## config.mk

```make
export PLATFORM = sky130hd
export DESIGN_NAME = lru_key_value_cache
export DESIGN_NICKNAME = d
export VERILOG_FILES = /design/src/hdl/lkv_pkg.sv /design/src/hdl/lkv_ram.sv /design/src/hdl/lkv_scan.sv /design/src/hdl/lru_key_value_cache.sv
export SDC_FILE = /design/constraint.sdc
export NUM_CORES = 1
export LEC_CHECK = 0
export BUFFER_PORTS_ARGS = -buffer_cell sky130_fd_sc_hd__buf_2
export CORE_AREA = 2 2 307 309
export CTS_BUF_LIST = sky130_fd_sc_hd__clkbuf_2
export DETAILED_ROUTE_END_ITERATION = 12
export DIE_AREA = 0 0 309 311
export GPL_ROUTABILITY_DRIVEN = 1
export GPL_TIMING_DRIVEN = 0
export PLACE_DENSITY_LB_ADDON = 0.25
export RECOVER_POWER = 25
export SLEW_MARGIN = 20
export SYNTH_ARGS = -nofsm -noshare
export SYNTH_HDL_FRONTEND = slang
export SYNTH_SLANG_ARGS = --single-unit
```

## constraint.sdc

```tcl
create_clock -name clk -period 5.8 [get_ports clk]
set_input_delay 1.16 -clock clk [delete_from_list [all_inputs] [get_ports clk]]
set_output_delay 1.16 -clock clk [all_outputs]
set_load 0.05 [all_outputs]
```

## src/hdl/lkv_pkg.sv

```systemverilog
// ----------------------------------------------------------------------------
// lkv_pkg - shared types and constants for the LRU key-value cache
// Fixed field widths, the capacity register reset, the miss value, the op codes and the scan-unit controls.
// ----------------------------------------------------------------------------
package lkv_pkg;

	// widths of the key, value and read_value ports
	localparam int DATA_BITS = 32;
	typedef logic [DATA_BITS-1:0] data_t;

	// capacity register
	localparam int CAP_BITS = 5;
	typedef logic [CAP_BITS-1:0] cap_t;
	localparam cap_t CAP_RESET = cap_t'(16);

	// read_value returned on a miss (all ones, i.e. -1)
	localparam data_t MISS_VALUE = '1;

	// operation codes on the kind input
	localparam logic KIND_GET = 1'b0;
	localparam logic KIND_PUT = 1'b1;

	// controls from the sequencer to the scan unit
	typedef struct packed {
		logic clear;   // start of a new search
		logic sample;  // read data for one entry is on the RAM output
	} scan_ctl_t;

endpackage

```

## src/hdl/lkv_ram.sv

```systemverilog
// ----------------------------------------------------------------------------
// lkv_ram - generic simple dual-port RAM
// One write port, one read port, read data registered.
// ----------------------------------------------------------------------------
module lkv_ram #(
	parameter int WIDTH = 8,
	parameter int DEPTH = 16
) (
	input  logic                                     clk,
	input  logic                                     wr_en,
	input  logic [(DEPTH > 1 ? $clog2(DEPTH) : 1)-1:0] wr_addr,
	input  logic [WIDTH-1:0]                         wr_data,
	input  logic [(DEPTH > 1 ? $clog2(DEPTH) : 1)-1:0] rd_addr,
	output logic [WIDTH-1:0]                         rd_data
);

	logic [WIDTH-1:0] mem_q [DEPTH];

	always_ff @(posedge clk) begin
		if (wr_en) begin
			mem_q[wr_addr] <= wr_data;
		end
		rd_data <= mem_q[rd_addr];
	end

endmodule

```

## src/hdl/lkv_scan.sv

```systemverilog
// ----------------------------------------------------------------------------
// lkv_scan - key search over the entry stream
// Takes one entry per sample, remembers the first key match and the
// entry holding the oldest rank.
// ----------------------------------------------------------------------------
module lkv_scan #(
	parameter int ENTRIES    = 16,
	parameter int KEY_BITS   = 32,
	parameter int VALUE_BITS = 32,
	localparam int IW = (ENTRIES > 1) ? $clog2(ENTRIES) : 1
) (
	input  logic                  clk,
	input  logic                  arst_n,
	input  lkv_pkg::scan_ctl_t    ctl,
	input  logic [KEY_BITS-1:0]   key,
	input  logic [IW-1:0]         last_rank,
	input  logic [IW-1:0]         idx,
	input  logic [KEY_BITS-1:0]   rd_key,
	input  logic [VALUE_BITS-1:0] rd_value,
	input  logic [IW-1:0]         rd_rank,
	output logic                  found,
	output logic [IW-1:0]         match_idx,
	output logic [IW-1:0]         match_rank,
	output logic [VALUE_BITS-1:0] match_value,
	output logic [IW-1:0]         oldest_idx
);

	logic found_q;
	logic is_match;

	assign is_match = ctl.sample && !found_q && (rd_key == key);

	always_ff @(posedge clk or negedge arst_n) begin
		if (!arst_n) begin
			found_q <= 1'b0;
		end else if (ctl.clear) begin
			found_q <= 1'b0;
		end else if (is_match) begin
			found_q <= 1'b1;
		end
	end

	// ranks of valid entries are a permutation, so the oldest holds last_rank
	always_ff @(posedge clk) begin
		if (is_match) begin
			match_idx   <= idx;
			match_rank  <= rd_rank;
			match_value <= rd_value;
		end
		if (ctl.sample && rd_rank == last_rank) begin
			oldest_idx <= idx;
		end
	end

	assign found = found_q;

endmodule

```

## src/hdl/lru_key_value_cache.sv

```systemverilog
// ----------------------------------------------------------------------------
// lru_key_value_cache - fully associative get/put store with LRU replacement
// Entries (key, value, recency rank) live in one RAM; a sequencer searches
// it entry by entry, then ages the ranks in a read-modify-write pass.
// ----------------------------------------------------------------------------
// Usage:
//   Input channel (in_valid / in_stall): kind selects get (0) or put (1),
//   key is looked up or stored, value is stored by a put.
//   Output channel (out_valid / out_stall): one transaction per get, with
//   hit and read_value (stored value on hit, all ones on a miss). A put
//   returns nothing.
//   Configuration channel (cfg_valid / cfg_ready): cfg_data sets capacity;
//   0 acts as 1, values above ENTRIES act as ENTRIES. Write it while idle.
// Sequence, with n valid entries:
//   accept, a search read of each valid entry (one RAM read port), drain and decide,
//   then an aging read of each entry unless the touched entry was already most
//   recent, no other entry is valid, or the get missed. An empty cache goes from
//   accept straight to decide (no search, no drain). in_stall is low only
//   between transactions.
// Reset: valid entries are the low count_q addresses, so clearing the count
//   empties the cache; no RAM clearing pass. Capacity resets to 16.
// Stall: a result waits in the output register. The next transaction is
//   taken and searched; a get then holds in decide until the register frees.
// ----------------------------------------------------------------------------
module lru_key_value_cache #(
	parameter int ENTRIES    = 16,
	parameter int KEY_BITS   = 32,
	parameter int VALUE_BITS = 32
) (
	input  logic                                    clk,
	input  logic                                    arst_n,
	// request
	input  logic                                    in_valid,
	output logic                                    in_stall,
	input  logic                                    kind,
	input  logic signed [lkv_pkg::DATA_BITS-1:0]    key,
	input  logic signed [lkv_pkg::DATA_BITS-1:0]    value,
	// response
	output logic                                    out_valid,
	input  logic                                    out_stall,
	output logic                                    hit,
	output logic signed [lkv_pkg::DATA_BITS-1:0]    read_value,
	// capacity register
	input  logic                                    cfg_valid,
	output logic                                    cfg_ready,
	input  logic [lkv_pkg::CAP_BITS-1:0]            cfg_data
);

	localparam int IW = (ENTRIES > 1) ? $clog2(ENTRIES) : 1;   // index / rank
	localparam int CW = $clog2(ENTRIES + 1);                   // count
	localparam int EW = (CW > lkv_pkg::CAP_BITS) ? CW : lkv_pkg::CAP_BITS;
	localparam int WW = KEY_BITS + VALUE_BITS + IW;            // RAM word

	typedef enum logic [4:0] {
		ST_IDLE   = 5'b00001,
		ST_SCAN   = 5'b00010,
		ST_DRAIN  = 5'b00100,
		ST_DECIDE = 5'b01000,
		ST_UPDATE = 5'b10000
	} state_t;

	state_t                state_q;
	logic [CW-1:0]         count_q;
	lkv_pkg::cap_t         cap_q;
	logic [IW-1:0]         addr_q;
	logic [IW-1:0]         last_q;
	logic [IW-1:0]         slot_q;
	logic [CW-1:0]         limit_q;
	logic                  kind_q;
	logic [KEY_BITS-1:0]   key_q;
	logic [VALUE_BITS-1:0] value_q;
	logic                  out_valid_q;
	logic                  hit_q;
	lkv_pkg::data_t        read_value_q;

	// RAM read pipeline
	logic                  rd_v_s1;
	logic                  rd_upd_s1;
	logic [IW-1:0]         rd_idx_s1;

	logic                  in_accept;
	logic                  cfg_write;
	logic                  out_free;
	logic                  dec_go;
	logic                  dec_write;
	logic                  dec_fill;
	logic                  out_load;
	logic                  full;
	logic [EW-1:0]         eff_cap;
	logic [IW-1:0]         dec_slot;
	logic [CW-1:0]         dec_limit;
	logic [VALUE_BITS-1:0] dec_value;

	logic                  wb_en;
	logic                  wr_en;
	logic [IW-1:0]         wr_addr;
	logic [WW-1:0]         wr_data;
	logic [WW-1:0]         rd_data;
	logic [KEY_BITS-1:0]   rd_key;
	logic [VALUE_BITS-1:0] rd_value;
	logic [IW-1:0]         rd_rank;

	lkv_pkg::scan_ctl_t    scan_ctl;
	logic                  found;
	logic [IW-1:0]         match_idx;
	logic [IW-1:0]         match_rank;
	logic [VALUE_BITS-1:0] match_value;
	logic [IW-1:0]         oldest_idx;

	assign in_stall  = (state_q != ST_IDLE);
	assign in_accept = in_valid && !in_stall;
	assign cfg_ready = 1'b1;
	assign cfg_write = cfg_valid && cfg_ready;

	assign {rd_key, rd_value, rd_rank} = rd_data;

	// ---- entry storage ----
	lkv_ram #(
		.WIDTH (WW),
		.DEPTH (ENTRIES)
	) u_ram (
		.clk     (clk),
		.wr_en   (wr_en),
		.wr_addr (wr_addr),
		.wr_data (wr_data),
		.rd_addr (addr_q),
		.rd_data (rd_data)
	);

	// ---- search ----
	assign scan_ctl.clear  = in_accept;
	assign scan_ctl.sample = rd_v_s1 && !rd_upd_s1;

	lkv_scan #(
		.ENTRIES    (ENTRIES),
		.KEY_BITS   (KEY_BITS),
		.VALUE_BITS (VALUE_BITS)
	) u_scan (
		.clk         (clk),
		.arst_n      (arst_n),
		.ctl         (scan_ctl),
		.key         (key_q),
		.last_rank   (last_q),
		.idx         (rd_idx_s1),
		.rd_key      (rd_key),
		.rd_value    (rd_value),
		.rd_rank     (rd_rank),
		.found       (found),
		.match_idx   (match_idx),
		.match_rank  (match_rank),
		.match_value (match_value),
		.oldest_idx  (oldest_idx)
	);

	// ---- decision after the search ----
	always_comb begin
		eff_cap = EW'(cap_q);
		if (cap_q == '0) begin
			eff_cap = EW'(1);
		end else if (EW'(cap_q) > EW'(ENTRIES)) begin
			eff_cap = EW'(ENTRIES);
		end
	end

	assign full     = EW'(count_q) >= eff_cap;
	assign out_free = !out_valid_q || !out_stall;
	assign dec_go   = (state_q == ST_DECIDE) && (kind_q == lkv_pkg::KIND_PUT || out_free);
	assign out_load = dec_go && (kind_q == lkv_pkg::KIND_GET);
	// a get miss touches nothing
	assign dec_write = dec_go && (kind_q == lkv_pkg::KIND_PUT || found);
	assign dec_fill  = dec_go && (kind_q == lkv_pkg::KIND_PUT) && !found && !full;

	always_comb begin
		if (found) begin
			dec_slot  = match_idx;
			dec_limit = CW'(match_rank);
		end else if (full) begin
			// evict the oldest; every other entry ages
			dec_slot  = oldest_idx;
			dec_limit = CW'(count_q - CW'(1));
		end else begin
			// fill the next free entry; every valid entry ages
			dec_slot  = IW'(count_q);
			dec_limit = count_q;
		end
		dec_value = (kind_q == lkv_pkg::KIND_GET) ? match_value : value_q;
	end

	// ---- write port: slot write in decide, rank aging during the pass ----
	assign wb_en = rd_v_s1 && rd_upd_s1 && (rd_idx_s1 != slot_q)
		&& (CW'(rd_rank) < limit_q);
	assign wr_en = dec_write || wb_en;

	always_comb begin
		if (dec_write) begin
			wr_addr = dec_slot;
			wr_data = {key_q, dec_value, IW'(0)};
		end else begin
			wr_addr = rd_idx_s1;
			wr_data = {rd_key, rd_value, IW'(rd_rank + IW'(1))};
		end
	end

	// ---- sequencer ----
	always_ff @(posedge clk or negedge arst_n) begin
		if (!arst_n) begin
			state_q <= ST_IDLE;
			count_q <= '0;
			addr_q  <= '0;
		end else begin
			case (state_q)
				ST_IDLE: begin
					if (in_accept) begin
						addr_q  <= '0;
						state_q <= (count_q == '0) ? ST_DECIDE : ST_SCAN;
					end
				end
				ST_SCAN: begin
					addr_q <= IW'(addr_q + IW'(1));
					if (addr_q == last_q) begin
						state_q <= ST_DRAIN;
					end
				end
				ST_DRAIN: begin
					state_q <= ST_DECIDE;
				end
				ST_DECIDE: begin
					if (dec_go) begin
						addr_q <= '0;
						if (dec_fill) begin
							count_q <= CW'(count_q + CW'(1));
						end
						if (!dec_write || dec_limit == '0) begin
							state_q <= ST_IDLE;
						end else begin
							state_q <= ST_UPDATE;
						end
					end
				end
				ST_UPDATE: begin
					addr_q <= IW'(addr_q + IW'(1));
					// last write-back lands in the first idle cycle
					if (addr_q == last_q) begin
						state_q <= ST_IDLE;
					end
				end
				default: begin
					state_q <= ST_IDLE;
				end
			endcase
		end
	end

	always_ff @(posedge clk or negedge arst_n) begin
		if (!arst_n) begin
			rd_v_s1   <= 1'b0;
			rd_upd_s1 <= 1'b0;
		end else begin
			rd_v_s1   <= (state_q == ST_SCAN) || (state_q == ST_UPDATE);
			rd_upd_s1 <= (state_q == ST_UPDATE);
		end
	end

	// transaction payload and per-item bookkeeping
	always_ff @(posedge clk) begin
		rd_idx_s1 <= addr_q;
		if (in_accept) begin
			kind_q  <= kind;
			key_q   <= KEY_BITS'($unsigned(key));
			value_q <= VALUE_BITS'($unsigned(value));
			last_q  <= IW'(count_q - CW'(1));
		end
		if (dec_go) begin
			slot_q  <= dec_slot;
			limit_q <= dec_limit;
		end
	end

	always_ff @(posedge clk or negedge arst_n) begin
		if (!arst_n) begin
			cap_q <= lkv_pkg::CAP_RESET;
		end else if (cfg_write) begin
			cap_q <= cfg_data;
		end
	end

	// ---- output register ----
	always_ff @(posedge clk or negedge arst_n) begin
		if (!arst_n) begin
			out_valid_q <= 1'b0;
		end else if (out_load) begin
			out_valid_q <= 1'b1;
		end else if (!out_stall) begin
			out_valid_q <= 1'b0;
		end
	end

	always_ff @(posedge clk) begin
		if (out_load) begin
			hit_q        <= found;
			read_value_q <= found ? lkv_pkg::data_t'(match_value) : lkv_pkg::MISS_VALUE;
		end
	end

	assign out_valid  = out_valid_q;
	assign hit        = hit_q;
	assign read_value = read_value_q;

	// ---- checks ----
	a_count_range: assert property (@(posedge clk) disable iff (!arst_n)
		count_q <= CW'(ENTRIES))
		else $error("entry count above ENTRIES");

	a_count_only_decide: assert property (@(posedge clk) disable iff (!arst_n)
		!$stable(count_q) |-> $past(state_q == ST_DECIDE))
		else $error("entry count changed outside decide");

	a_result_from_get: assert property (@(posedge clk) disable iff (!arst_n)
		$rose(out_valid_q) |-> $past(state_q == ST_DECIDE && kind_q == lkv_pkg::KIND_GET))
		else $error("result raised without a get");

	a_no_write_in_search: assert property (@(posedge clk) disable iff (!arst_n)
		(state_q == ST_SCAN || state_q == ST_DRAIN) |-> !wr_en)
		else $error("RAM written during key search");

endmodule
```

* Yosys cells after proc, flatten, opt, wreduce, memory -nomap -nowiden
Memory sizes are Yosys's and may differ from the RTL's. A register that Yosys moved wholly into a read port is not among the register bits. Cells that the tools add are included.
Storage, ports and cells: register bits 182, bits in writable memories 1088, input port bits 75, output and inout bits 36, logic and storage cells 106, memories 1
Memory list:
- u_ram.mem_q | depth 16, width 68, rd ports 1, clocked after Yosys merged registers in 1, wr ports 1, RTL line lkv_ram.sv:17 | logic [WIDTH-1:0] mem_q [DEPTH];
Operators by class: add/sub/neg operators 4, order comparisons 3, equality and inequality tests 15, mux-type cells 25, bitwise gates (word level) 1, reduce and logical (&&, ||, !) cells 36
Operators by type and width (count):
- two-way mux 68 bit | 1
- two-way mux 5 bit | 9
- == test 32 bit | 1
- two-way mux 32 bit | 1
- case mux 5 bit (5 select lines) | 1
- two-way mux 4 bit | 6
- logical NOT 5 bit | 3
- logical AND 1 bit | 14
- case mux 4 bit (3 select lines) | 1
- adder 4 x 1 -> 4 bit (second input constant) | 2
- == test 4 bit | 2
- != test 2 bit (second input constant) | 4
- logical NOT 1 bit | 7
- logical OR 1 bit | 6
- two-way mux 1 bit | 6
- AND reduction 3 bit | 2
- adder 5 x 1 -> 5 bit (second input constant) | 1
- == test 5 x 1 -> 1 bit (second input constant) | 1
- == test 5 x 2 -> 1 bit (second input constant) | 1
- == test 5 x 3 -> 1 bit (second input constant) | 1
- == test 5 x 4 -> 1 bit (second input constant) | 1
- == test 5 bit (second input constant) | 1
- greater-or-equal comparator 5 bit | 1
- greater-than comparator 5 bit (second input constant) | 1
- other kinds (10) | 10

* Longest topological paths before layout
depth after elaboration 11, depth in mapped cells 11, gate-level depth less buffers 11

* Modules after synthesis
A second synthesis with hierarchy kept.
Second synthesis, totals: cells, all modules 2358, area, all modules 50277.0 µm²
By module, submodules not included:
- lkv_ram | instances 1, cells each 1750, area an instance 41980.3 µm², sequential area each 34032.6 µm²
- lru_key_value_cache | instances 1, cells each 509, area an instance 6518.8 µm², sequential area each 3966.3 µm²
- lkv_scan | instances 1, cells each 99, area an instance 1778.0 µm², sequential area each 1346.3 µm²

* Worst setup path before layout
Ideal clock, no wire load.
path kind input port to flip-flop, from in out_stall, to mem u_ram.mem_q[2][0] (netlist name), enable pin, arrival 5115 ps, required time 5305 ps, path slack 190 ps, stages on the path 7, buffers on the path 1, cells stage by stage a21boi_2 > o2111ai_2 > buf_2 > a32oi_2 > inv_1 > a221o_1 > nor2_1
On the way: word-level cells in the longest chain between the ends 8, elaborated cells between the ends (all ways) 9, those cells by class mux (3); reduce/logical (6)
Ends and longest elaborated chain:
- start: declaration | RTL line lru_key_value_cache.sv:40 | input logic out_stall,
- logical NOT 1 bit (*)
- logical OR 1 bit (*) | RTL line lru_key_value_cache.sv:166 | assign out_free = !out_valid_q || !out_stall;
- logical OR 1 bit (*) | RTL line lru_key_value_cache.sv:167 | assign dec_go = (state_q == ST_DECIDE) && (kind_q == lkv_pkg::KIND_PUT || out_free);
- logical AND 1 bit (*) | RTL line lru_key_value_cache.sv:167
- logical AND 1 bit (*) | RTL line lru_key_value_cache.sv:170 | assign dec_write = dec_go && (kind_q == lkv_pkg::KIND_PUT || found);
- logical OR 1 bit | RTL line lru_key_value_cache.sv:192 | assign wr_en = dec_write || wb_en;
- two-way mux 1 bit | RTL line lkv_ram.sv:20 | if (wr_en) begin
- two-way mux 1 bit (not written as such) | RTL line lkv_ram.sv:21 | mem_q[wr_addr] <= wr_data;
- end: declaration | RTL line lkv_ram.sv:17
Mark *: on every way between the ends. The rest lies on a longest branch, timed or not.

* Worst setup path after layout
from reg state_q[0], to mem u_ram.mem_q[0][31] (netlist name), enable pin
On the way: word-level cells in the longest chain between the ends 6, elaborated cells between the ends (all ways) 7, those cells by class eq/ne (1); mux (3); reduce/logical (3)
Ends and longest elaborated chain:
- start: declaration | RTL line lru_key_value_cache.sv:62 | state_t state_q;
- start signal: assignment | RTL line lru_key_value_cache.sv:215 | state_q <= (count_q == '0) ? ST_DECIDE : ST_SCAN;
- == test 5 x 4 -> 1 bit (*) | RTL line lru_key_value_cache.sv:167
- logical AND 1 bit (*) | RTL line lru_key_value_cache.sv:167
- logical AND 1 bit (*) | RTL line lru_key_value_cache.sv:170
- logical OR 1 bit | RTL line lru_key_value_cache.sv:192
- two-way mux 1 bit | RTL line lkv_ram.sv:20
- two-way mux 1 bit (not written as such) | RTL line lkv_ram.sv:21
Marks and branches as above.

==> results.tsv <==
metric	value	unit
slew-limit-headroom	-0.627	
drt-pass1-iter-count	5	
hold_class	in -> reg	
cts_made_buffers	339	
routabilityCongestion	0.811	
synth-edff-count	1243	
internal_power	16300	uW
synth_warnings	0	
clockBufferDepth	4	
cts_sinks	1338	
row_count	112	
totalWireLength	122	mm
grt_overflow_total	0	
p_sw	6810	uW
viasPerCell	5.95	
async_reset_ff_frac	0.0172	
clockRootBuffer	clkbuf_2	
synth_top_area_cell	edfxtp_1	
core_area	92800	sq um
io_buffers	109	
post-place-ws	0.712	ns
period_share	0.860	
final-max-slew-violation-count	88	
min_from	key[25]	
ir_drop	189	uV
detailed_place_hpwl	77.1	mm
syn_nets	2387	
grt_max_degree	38	
grt.busiest_layer	met2	
dieHeight	311	microns
layout_min_cycle_time	4.99	ns
drc	0	
critical_path.startpoint	state_q[0]$_DFFE_PN1P_	
met2_usage	0.411	
nets	3001	
worst_slew_pin_slew	2.44	ns
synth_area_leaders	edfxtp_1, mux4_2, dfxtp_1	
synth_area	50800	sq um
clk_latency	1.60	ns
clock.fmax	201	MHz
critical_path_arrival	6.13	ns
synth_cell_types	74	
dominantRegCellSynth	edfxtp_1	
vias	26347	
skew	0.200	ns
reg2reg_from	state_q[0]$_DFFE_PN1P_	
clkTransAtPathRegs	0.12	ns
violations	max-capacitance violations, max-slew violations	
chipWidth	309	microns
io_pins	111	
grt.total_usage	0.258	
status	finished with violations	
cts-resized-gates	0	
power.density	395	nW/um^2
grt_pass1_vias	27087	
dieArea	96100	sq um
antenna_found_initial	4	
final_hold_viol_count	0	
seqPwrFrac	0.528	
final_core_utilization	0.632	
drive_above_1_share	0.359	
pwr-share-clk	0.266	
antenna_left	0	
leakage	0.0194	uW
gr-usage-met1	0.350	
worstSetupPathType	reg -> reg	
rsz0062_at_grt	false	
p_total	23100	uW
synth_top_area_share	0.735	
grt_pass1_wl	176	mm
htreeDepth	5	
setup_slack	0.814	ns
setup_viol	0	
area_growth	15.4	%
cts_tree	built	
seq_area_frac_synth	0.775	
dpl_cell_area	54900	sq um
start_kind	flip-flop	
required	6.94	ns
postCtsSetupBuffers	0	
wl_per_cell	27.6	microns
pwr-share-comb	0.206	
cp_max_fo	15	
worstSetupEndpointType	flip-flop	
switching_share	0.294	
initial_core_util	0.547	
syn_inst	2300	
drv_cap	3	
reg2reg_slack	0.81	ns
drt-initial-drc-count	3086	
use_met3	0.0656	
avgSynthCellArea	22.1	sq um
yosys_register_bits	1338	
final_area	58600	sq um
cell usage in the layout, fill, tap and decap left out, types with 4 or more instances in the layout:
cell	count
a21oi_1	6
buf_1	13
buf_12	27
buf_16	45
buf_2	118
buf_4	27
buf_6	8
clkbuf_1	62
clkbuf_2	513
clkinv_1	73
clkinv_2	5
dfrtp_1	21
dfxtp_1	72
dlygate4sd3_1	79
edfxtp_1	1243
ha_1	12
inv_1	16
inv_2	6
mux2_2	8
mux2i_1	35
mux4_2	340
nand2_1	152
nand2b_1	34
nand3_1	11
nand4_1	6
nor2_1	23
nor2_4	17
nor3_1	7
nor4_1	10
o21ai_0	18
o21ai_1	27
or3_1	4
xnor2_1	20
xor2_1	37
logic make-up (layout without fill, tap and decap cells):
family	Yosys count	count (layout)	synth area share
compound gates	94	94	0.0136
xor+xnor	57	57	0.00983
fa+ha+maj	12	12	0.00296
buf+inv	127	1000	0.0126
flops	1338	1338	0.775
mux	385	385	0.160
other cells	1	2	0.0000739
simple gates	286	286	0.0262
final timing paths:
kind	cells past startpoint	endpoint
setup / recovery	11	u_ram.mem_q[0][31]$_DFFE_PP_
hold / removal	2	key_q[25]$_DFFE_PP_
setup reg to reg	11	u_ram.mem_q[0][31]$_DFFE_PP_
hold reg to reg	0	rd_idx_s1[2]$_DFF_P_
max in group asynchronous	2	rd_upd_s1$_DFF_PN0_
min in group asynchronous	2	cap_q[2]$_DFFE_PN0P_
cells in the mapped netlist (all sizes together), types with 4 or more instances:
library cell and instances:
nor3 8, and3 4, or3 4, dfrtp 21, clkbuf 42, edfxtp 1243, nand2b 34, o2111ai 4
nand3 11, xor2 37, nor4 10, a31oi 4, mux4 340, a21boi 4, ha 12, o21ai 46
dfxtp 72, buf 68, xnor2 20, nor2 40, a21oi 8, a32oi 5, mux2 10, mux2i 35
nand4 6, inv 17, nand2 153
repair_timing:
item,CTS,global route
endpoints found under the setup margin,0,0
endpoints found under the hold margin,96,0
hold buffers,79,0
layer usage:
metal | wire (microns) | vias to the layer above
li1 | - | 10956
met1 | 47000 | 13642
met2 | 60600 | 1529
met3 | 11600 | 220
met4 | 3010 | 0
met5 | 0 | -
critical path, stage by stage, from the launching register on:
cell,delay [ns]
dfstp_2,0.53
clkbuf_1,0.31
nor2_1,0.18
o2111ai_2,0.24
clkbuf_1,0.90
clkbuf_1,0.63
a32oi_1,0.42
nor2_4,0.64
buf_16,0.25
buf_16,0.19
buf_16,0.17
buf_12,0.18
per-stage QoR:
step                setup TNS (ns)  cells  hold slack [ns]
floorplan                        0   2300            0.345
global route                     0   4428            0.189
detailed placement               0   3743            0.392
global placement          -5089.38   3663            0.379
CTS                              0   4422           0.0404
finish                           0   4428            0.324
power groups by stage:
stage	Clock [uW]	Sequential, uW	Combinational, uW
after floorplan	0	12300	3310
after CTS	6310	12200	4830
after global placement	0	12400	4480
final	6160	12200	4770
after detailed placement	0	12400	4770
after global routing	6780	12200	5100
state kept, by name (all words and copies together) (netlist names), 4 cells and up:
name and count:
addr_q 4, cap_q 5, count_q 5, key_q 32
last_q 4, limit_q 5, rd_idx_s1 4, read_value 32
slot_q 4, state_q 5, u_ram.mem_q 1088, u_ram.rd_data 68
u_scan.match_idx 4, u_scan.match_rank 4, u_scan.match_value 32, u_scan.oldest_idx 4
value_q 32
cell type report:
cell class                      instances  area (sq um)
Sequential cell                      1338         39300
Clock buffer                          509          2550
Antenna cell                            1          2.50
Clock inverter                         91           443
Fill cell                            6427         34200
Timing Repair Buffer                  273          3190
Buffer                                110           569
Tap cell                             1254          1570
Multi-Input combinational cell        835         10900
Inverter                               17          65.1
No activity file was read; power rests on OpenSTA's default activity.
